`src/qecp_pkg.sv`:
```
// Shared widths and fixed-point constants for the quadrature edge counter.
// Used by the top level and by its port checker; depends on nothing else.
`timescale 1ns / 1ps

package qecp_pkg;

  localparam int unsigned IDX_W  = 2;   // motor index field
  localparam int unsigned CNT_W  = 32;  // wrapping edge count
  localparam int unsigned TS_W   = 32;  // timestamp and period
  localparam int unsigned FRAC_W = 16;  // fraction bits of the revolution output
  localparam int unsigned REV_W  = 48;  // Q16 revolution output
  localparam int unsigned CPR_W  = 16;  // counts per revolution fits this width

  // Per-item fields that ride along the division pipeline.
  typedef struct packed {
    logic [CNT_W-1:0] cnt;
    logic             up;
    logic [TS_W-1:0]  per;
    logic             neg;
  } qecp_meta_t;

endpackage

```
`src/quadrature_edge_counter_period.sv`:
```
// Quadrature x4 edge counter with per-motor edge period and Q16 revolutions.
// Depends on qecp_pkg for field widths and the pipeline side-band struct.
`timescale 1ns / 1ps

// Usage:
//   Each input request is one encoder edge: the motor index, which channel
//   edged, both channel levels and a timestamp. Each request yields exactly
//   one result: the motor's updated count, the direction, the ticks since the
//   motor's previous edge and the count in revolutions (signed Q16).
//   Both channels use valid/ready. A request is accepted on a clock edge with
//   in_valid and in_ready high; a result is taken with out_valid and out_ready.
//   The pipeline takes one request every cycle while the output is not
//   stalled; per-motor state is updated in the first stage after the input
//   register, so back-to-back edges of one motor see each other.
//   The revolution value is formed by two reciprocal multiplications, which
//   set the pipeline depth.
//   When the receiver holds out_ready low with a result pending, the whole
//   pipeline freezes and in_ready drops in the same cycle.
//   Reset (rst_n low, synchronous) empties the pipeline and clears all counts
//   and last edge times to zero. A motor index at or beyond MOTORS changes no
//   state and returns all-zero fields.
module quadrature_edge_counter_period
  import qecp_pkg::*;
#(
  parameter int unsigned MOTORS         = 3,
  parameter int unsigned COUNTS_PER_REV = 2048
) (
  input  logic                    clk,
  input  logic                    rst_n,
  input  logic                    in_valid,
  output logic                    in_ready,
  input  logic [IDX_W-1:0]        in_motor_index,
  input  logic                    in_edge_on_a,
  input  logic                    in_level_b,
  input  logic                    in_level_a,
  input  logic [TS_W-1:0]         in_timestamp,
  output logic                    out_valid,
  input  logic                    out_ready,
  output logic signed [CNT_W-1:0] out_position_count,
  output logic                    out_direction,
  output logic [TS_W-1:0]         out_edge_period,
  output logic signed [REV_W-1:0] out_revolutions_q16
);

  // Exact division of a 32-bit value by COUNTS_PER_REV: multiply by
  // ceil(2^SH / C) and keep the bits above SH.
  localparam int unsigned SH          = CNT_W + $clog2(COUNTS_PER_REV);
  localparam logic [63:0] RECIP_FULL  =
      ((64'd1 << SH) + 64'(COUNTS_PER_REV) - 64'd1) / 64'(COUNTS_PER_REV);
  localparam logic [CNT_W:0]   RECIP  = RECIP_FULL[CNT_W:0];
  localparam logic [CPR_W-1:0] CPR_V  = CPR_W'(COUNTS_PER_REV);
  localparam int unsigned PW          = 2 * CNT_W + 1;

  logic en;
  logic v0_r, v1_r, v2_r, v3_r, v4_r, v5_r, v6_r, out_valid_r;

  // Stage 0: input register.
  logic [IDX_W-1:0] idx0_r;
  logic             on_a0_r, lb0_r, la0_r;
  logic [TS_W-1:0]  ts0_r;

  // Per-motor state.
  logic [CNT_W-1:0] cnt_r  [MOTORS];
  logic [TS_W-1:0]  time_r [MOTORS];

  logic             ok0;
  logic             up0;
  logic [CNT_W-1:0] old_cnt;
  logic [TS_W-1:0]  old_time;
  logic [CNT_W-1:0] new_cnt;

  qecp_meta_t       m1_nxt, m1_r, m2_r, m3_r, m4_r, m5_r, m6_r;
  logic [CNT_W-1:0] mag2_nxt, mag2_r, mag3_r, mag4_r;
  logic [PW-1:0]    p1_nxt, p1_3_r;
  logic [CNT_W-1:0] qa4_nxt, qa4_r, qa5_r, qa6_r;
  logic [CNT_W-1:0] prod4_nxt, prod4_r;
  logic [CNT_W-1:0] diff5;
  logic [FRAC_W-1:0] ra5_nxt, ra5_r;
  logic [PW-1:0]    p2_nxt, p2_6_r;
  logic [REV_W-1:0] q_mag, revs_nxt, revs_r;

  assign en       = !out_valid_r || out_ready;
  assign in_ready = en;

  // Stage 1 logic: select the motor, step its count, measure the period.
  assign ok0 = (32'(idx0_r) < MOTORS);
  assign up0 = lb0_r ^ la0_r ^ on_a0_r;

  always_comb begin
    old_cnt  = '0;
    old_time = '0;
    for (int k = 0; k < MOTORS; k++) begin
      if (32'(idx0_r) == k) begin
        old_cnt  = cnt_r[k];
        old_time = time_r[k];
      end
    end
  end

  assign new_cnt = up0 ? old_cnt + 1'b1 : old_cnt - 1'b1;

  always_comb begin
    m1_nxt = '0;
    if (ok0) begin
      m1_nxt.cnt = new_cnt;
      m1_nxt.up  = up0;
      m1_nxt.per = ts0_r - old_time;
    end
    m1_nxt.neg = m1_nxt.cnt[CNT_W-1];
  end

  for (genvar g = 0; g < MOTORS; g++) begin : g_motor
    always_ff @(posedge clk) begin
      if (!rst_n) begin
        cnt_r[g]  <= '0;
        time_r[g] <= '0;
      end else if (en && v0_r && ok0 && (32'(idx0_r) == g)) begin
        cnt_r[g]  <= new_cnt;
        time_r[g] <= ts0_r;
      end
    end
  end

  // Division pipeline on the count magnitude; the sign is restored at the end.
  assign mag2_nxt  = m1_r.neg ? (~m1_r.cnt + 1'b1) : m1_r.cnt;
  assign p1_nxt    = {{(CNT_W+1){1'b0}}, mag2_r} * {{CNT_W{1'b0}}, RECIP};
  assign qa4_nxt   = CNT_W'(p1_3_r >> SH);
  assign prod4_nxt = qa4_nxt * {{(CNT_W-CPR_W){1'b0}}, CPR_V};
  assign diff5     = mag4_r - prod4_r;
  assign ra5_nxt   = diff5[FRAC_W-1:0];
  // The remainder is below the divisor, so its scaled quotient fits 16 bits.
  assign p2_nxt    = {{(CNT_W+1){1'b0}}, ra5_r, {FRAC_W{1'b0}}} *
                     {{CNT_W{1'b0}}, RECIP};
  assign q_mag     = {qa6_r, FRAC_W'(p2_6_r >> SH)};
  assign revs_nxt  = m6_r.neg ? (~q_mag + 1'b1) : q_mag;

  always_ff @(posedge clk) begin
    if (!rst_n) begin
      v0_r        <= 1'b0;
      v1_r        <= 1'b0;
      v2_r        <= 1'b0;
      v3_r        <= 1'b0;
      v4_r        <= 1'b0;
      v5_r        <= 1'b0;
      v6_r        <= 1'b0;
      out_valid_r <= 1'b0;
    end else if (en) begin
      v0_r        <= in_valid;
      v1_r        <= v0_r;
      v2_r        <= v1_r;
      v3_r        <= v2_r;
      v4_r        <= v3_r;
      v5_r        <= v4_r;
      v6_r        <= v5_r;
      out_valid_r <= v6_r;
    end
  end

  always_ff @(posedge clk) begin
    if (en) begin
      idx0_r  <= in_motor_index;
      on_a0_r <= in_edge_on_a;
      lb0_r   <= in_level_b;
      la0_r   <= in_level_a;
      ts0_r   <= in_timestamp;
      m1_r    <= m1_nxt;
      m2_r    <= m1_r;
      mag2_r  <= mag2_nxt;
      m3_r    <= m2_r;
      mag3_r  <= mag2_r;
      p1_3_r  <= p1_nxt;
      m4_r    <= m3_r;
      mag4_r  <= mag3_r;
      qa4_r   <= qa4_nxt;
      prod4_r <= prod4_nxt;
      m5_r    <= m4_r;
      qa5_r   <= qa4_r;
      ra5_r   <= ra5_nxt;
      m6_r    <= m5_r;
      qa6_r   <= qa5_r;
      p2_6_r  <= p2_nxt;
      revs_r  <= revs_nxt;
    end
  end

  // Output register: count, direction and period come with the last stage.
  logic [CNT_W-1:0] pos_r;
  logic             dir_r;
  logic [TS_W-1:0]  per_r;

  always_ff @(posedge clk) begin
    if (en) begin
      pos_r <= m6_r.cnt;
      dir_r <= m6_r.up;
      per_r <= m6_r.per;
    end
  end

  assign out_valid           = out_valid_r;
  assign out_position_count  = $signed(pos_r);
  assign out_direction       = dir_r;
  assign out_edge_period     = per_r;
  assign out_revolutions_q16 = $signed(revs_r);

endmodule

```
`config.mk`:
```
export PLATFORM = sky130hd
export DESIGN_NAME = quadrature_edge_counter_period
export DESIGN_NICKNAME = d
export VERILOG_FILES = /design/src/qecp_pkg.sv /design/src/quadrature_edge_counter_period.sv
export SDC_FILE = /design/constraint.sdc
export NUM_CORES = 1
export LEC_CHECK = 0
export BUFFER_PORTS_ARGS = -buffer_cell sky130_fd_sc_hd__buf_4
export CORE_UTILIZATION = 30
export DETAILED_ROUTE_END_ITERATION = 16
export GPL_ROUTABILITY_DRIVEN = 1
export PLACE_DENSITY = 0.44
export REMOVE_ABC_BUFFERS = 1
export SETUP_SLACK_MARGIN = 0.2
export SKIP_LAST_GASP = 1
export SLEW_MARGIN = 20
export SYNTH_ARGS = -nofsm -noshare
export SYNTH_HDL_FRONTEND = slang
export SYNTH_SLANG_ARGS = --single-unit
```
`constraint.sdc`:
```
create_clock -name clk -period 66.7 [get_ports clk]
set_clock_uncertainty 0.15 [all_clocks]
set_input_delay 13.34 -clock clk [delete_from_list [all_inputs] [get_ports clk]]
set_output_delay 13.34 -clock clk [all_outputs]
set_load 0.1 [all_outputs]
```
# ---- Yosys cells after proc, flatten, opt, wreduce, memory -nomap -nowiden
# Memories as Yosys holds them, arrays and structs flattened.
# Cells that the tools add are included.
dict set report op_classes {
  add_sub_neg 6
  order_cmp 1
  eq_ne 2
  n_mux 25
  bitwise_logic 10
  n_reduce_logical 8
}
# cell count
set op_table {}
lappend op_table {{2-to-1 mux 32 bit} 13}
lappend op_table {{adder 32 x 1 -> 32 bit, second input constant} 2}
lappend op_table {{adder 48 x 1 -> 48 bit, second input constant} 1}
lappend op_table {{NOT 37 -> 48 bit} 1}
lappend op_table {{2-to-1 mux 37 bit} 1}
lappend op_table {{NOT 32 bit} 1}
lappend op_table {{subtractor 32 x 1 -> 32 bit, second input constant} 1}
lappend op_table {{subtractor 32 bit} 1}
lappend op_table {{2-to-1 mux 31 bit} 1}
lappend op_table {{subtractor 11 x 1 -> 11 bit, second input constant} 1}
lappend op_table {{2-to-1 mux 1 bit} 10}
lappend op_table {{OR 1 bit} 6}
lappend op_table {{logical AND 1 bit} 5}
lappend op_table {{== test 2 x 1 -> 1 bit, second input constant} 1}
lappend op_table {{== test 2 bit, second input constant} 1}
lappend op_table {{logical NOT 2 bit} 1}
lappend op_table {{less-than comparator 2 bit, second input constant} 1}
lappend op_table {{bitwise XOR 1 bit} 2}
lappend op_table {{logical NOT 1 bit} 1}
lappend op_table {{logical OR 1 bit} 1}
dict set report totals {
  regBits 713
  ram_bits 192
  mem_count 2
}
# name depth word_bits rd rd_ports_with_merged_regs wr line
set memory_table {}
lappend memory_table {cnt_r 3 32 3 0 3 quadrature_edge_counter_period.sv:63} ;# logic [CNT_W-1:0] cnt_r [MOTORS];
lappend memory_table {time_r 3 32 3 0 3 quadrature_edge_counter_period.sv:64} ;# logic [TS_W-1:0] time_r [MOTORS];

# ---- Longest topological paths before layout
dict set report depth {
  depth_word 9
  depth_mapped 16
}

# ---- Worst setup path before layout
# Ideal clock, no wire load.
dict set report synth_timing {
  kind {input to output}
  startpoint {input out_ready}
  endpoint {output in_ready}
  arrival_time_ns 26.534
  required_ns 53.210
  setup_slack_ns 26.676
  cell_stages 2
  n_path_buf 0
  cell_sequence {nor2b_1 clkinv_1}
}
dict set report synth_via {
  elab_chain_cells 1
}
# item line
set synth_lines {}
lappend synth_lines {{start: declaration} quadrature_edge_counter_period.sv:38} ;# input logic out_ready,
lappend synth_lines {{logical OR 1 bit} quadrature_edge_counter_period.sv:82} ;# assign en = !out_valid_r || out_ready;
lappend synth_lines {{end: declaration} quadrature_edge_counter_period.sv:31} ;# output logic in_ready,
# No other way between the ends.

# ---- Worst setup path in the final report
# Same ends and word-level chain as after synthesis.

==> out/qor.txt <==
final critical-path required period: 28.58 ns
CTS tree: done
Post-CTS Hold Buffers: 0
CP Capture Type: output pin
final setup vio count: 0
area leader, netlist: edfxtp_1
first-pass GRT wire length: 103 mm
Overflow after GRT: 0
Core Box Area: 114,000 um2
DR pass1 iterations: 11
register area share after synthesis: 77.1%
CP dominant cell by count: buf_4
Min-Delay Path Class: reg -> reg
cts repair resizes: 0
largest net degree at the start of global routing: 88
register area: 26,600 um2
leakage power: 0.0152 uW
final sum of negative setup slack: 0 ns
post-layout util: 35.6%
outcome: finished, violations left
Max Fanout on Critical Path: 74
antenna fix cells: 0
dpl hpwl: 40.7 mm
num ports: 156
final hold vios: 0
R2R Path Start: idx0_r[1]
max-cap violations: 0
ys flop type: edfxtp_1
top cell family by delay on the critical path: buffers and inverters
CTS Root Cell: clkbuf_16
power density over the cells: 42.4 nW/um2
pre-CTS WS: 38.14 ns
final WL: 66.0 mm
buffer depth of the longest clock path: 3
asr flop ratio synth: 0%
Crit path buffers/inverters: 3
worst setup path startpoint: out_ready
routability cong.: 0.838
CP arrival: 15.09 ns
worst skew pair latency: 0.69 ns
Die Ht: 341 um
Synth area leaders: edfxtp_1, nor2_1, ha_1
DRC viols: 1
peak supply drop: 0.0000263 V
final-layout fill cell count: 10,923
post-CTS setup buffers: 0
layout net count: 2,481
antenna viol nets, final: 0
Worst-Margin Slew: 1.07 ns
power after layout: 1720 uW
row cnt: 124
CTS Buf Count: 97
die area: 116,000 um2
Cells after Synth: 2,178
CP max stage cell: nor2b_1
average routed wire per standard cell: 16.6 um
CP cell instances: buf_4 > nor2b_1 > inv_8 > buf_4
area share of the largest cell type after synthesis: 76.6%
# H-tree levels: 3
Crit path largest cell delay: 0.75 ns
failing checks: DRC
Critical Path Source Type: input port
Starting Density: 30.2%
Via density: 4.50
maximum clock rate: 35.0 MHz
Reg clk slew, reported paths: 0.06 ns
antenna violations before repair: 4
register bit total from synthesis: 889
final setup margin: 38.12 ns
synth unique cells: 71
multi-input logic area: 7510 um2
crit share post-route: 42.8%
share of layout cells above drive strength 1: 14.4%
synthesis-to-finish area growth: 17.8%
initial DRC count: 1,191
critical path class: in -> out
synthesized area per cell: 15.8 um2
vias in the first global route: 17,964
critical path required time: 53.21 ns
hold path start: m1_r[10]
RSZ-0062 raised after global routing: no
Slew Limit Fails: 0
all-layer global routing usage: 11.3%
cell area after layout: 40,700 um2
Die Width: 341 um
Syn. warnings: 0
vias: 17,829
input/output buffers: 150
Sink Count: 889
Placed Area: 37,400 um2
number of synthesized flops with an enable pin: 881
mapped cell area: 34,500 um2
Max-Slew Margin vs Limit: 28.9%
-- routing by layer --
layer  GRT usage, %  wire [um]
met4           3.69       1260
met5              0          0
met3           2.52       3350
met2           17.4      29900
met1           15.8      31400
-- through the flow --
stage                     hold WS, ns  std cells
final                           0.262       3965
after floorplan                 0.250       2096
after CTS                       0.257       3964
after detailed placement        0.255       3784
after global routing            0.264       3965
after global placement          0.251       3784
-- synth_stat cells, types with 3 or more instances --
master,instances
clkbuf_1,68
a31oi_1,9
inv_1,23
a21boi_0,3
o31a_1,14
nor4_1,6
o21bai_1,6
or4_4,4
o21ai_0,96
nand2b_1,11
o31ai_1,18
mux2i_1,68
o21ai_1,3
o211ai_1,8
a221oi_1,4
a21o_1,15
a21oi_1,107
dfxtp_1,8
xnor2_1,87
and3_1,6
o2111ai_1,4
nand2_1,135
a211oi_1,7
nor2b_1,8
or4_1,8
xor2_1,22
nand3_1,15
o41ai_1,8
o21a_1,10
buf_4,6
and2_1,99
nor2_1,231
nand3b_1,3
buf_1,12
or3_1,13
edfxtp_1,881
nor3_1,14
ha_1,66
nand4_1,20
or2_2,7
a31o_2,3
-- cell usage in the layout, fill, tap and decap left out, types with 22 or more instances in the layout --
cell       synthesis  final
nor2_1           231    231
xnor2_1           87     86
clkbuf_16          0     97
and2_1            99     98
nand2_1          135    132
inv_1             23     23
a21oi_1          107    107
ha_1              66     66
xor2_1            22     22
o21ai_0           96     96
buf_4              6    175
edfxtp_1         881    881
mux2i_1           68     68
-- where the power goes --
| part | leakage (uW) | total, uW | switching (uW) | internal, uW |
|---|---|---|---|---|
| Clock | 0.00155 | 533 | 220 | 313 |
| Combinational | 0.00399 | 341 | 258 | 83.0 |
| Sequential | 0.00969 | 849 | 55.0 | 794 |
-- sequential cells by signal, summed over array words and instances, names as in the netlist, 42 cells and up --
name	count
m6_r	65
m3_r	65
m5_r	65
m1_r	65
m2_r	65
time_r	96
out_revolutions_q16	42
cnt_r	96
m4_r	65
-- kinds of logic after synthesis --
group | after synthesis | share of synthesized area [%]
mux | 68 | 1.97
fa+ha+maj | 68 | 2.51
compound gates | 345 | 6.30
buf+inv | 111 | 1.27
other cells | 1 | 0.0109
simple gates | 587 | 8.05
flops | 889 | 77.1
xor+xnor | 109 | 2.77
-- worst register-to-register path, stage by stage (launching register included) --
cell and delay, ns:
edfxtp_1 0.36, buf_4 0.34, nor2b_4 0.57, buf_4 0.62, a21oi_1 0.27, ha_1 0.31
nor2b_1 0.15, o2111ai_1 0.18, a2111o_1 0.52, a211oi_1 0.60, o2111ai_1 0.33, a2111o_1 0.47
nand4b_1 0.10
-- area by class of cell --
type                    count  area share, %
flip-flops and latches    889           65.5
repair buffers            177           3.30
inverters                  25          0.249
well taps                1512           4.65
multi-input cells        1182           18.5
clock inverters            64           1.73
clock buffers             116           6.15
-- path summary, 6_finish.rpt --
check,to,slack [ns],depth (start not counted)
worst max-delay path,in_ready,38.12,4
worst min-delay path,m2_r[10],0.26,0
worst max register to register,m1_r[30],61.58,12
worst min register to register,m2_r[10],0.26,0
No activity file was read; power rests on OpenSTA's default activity.
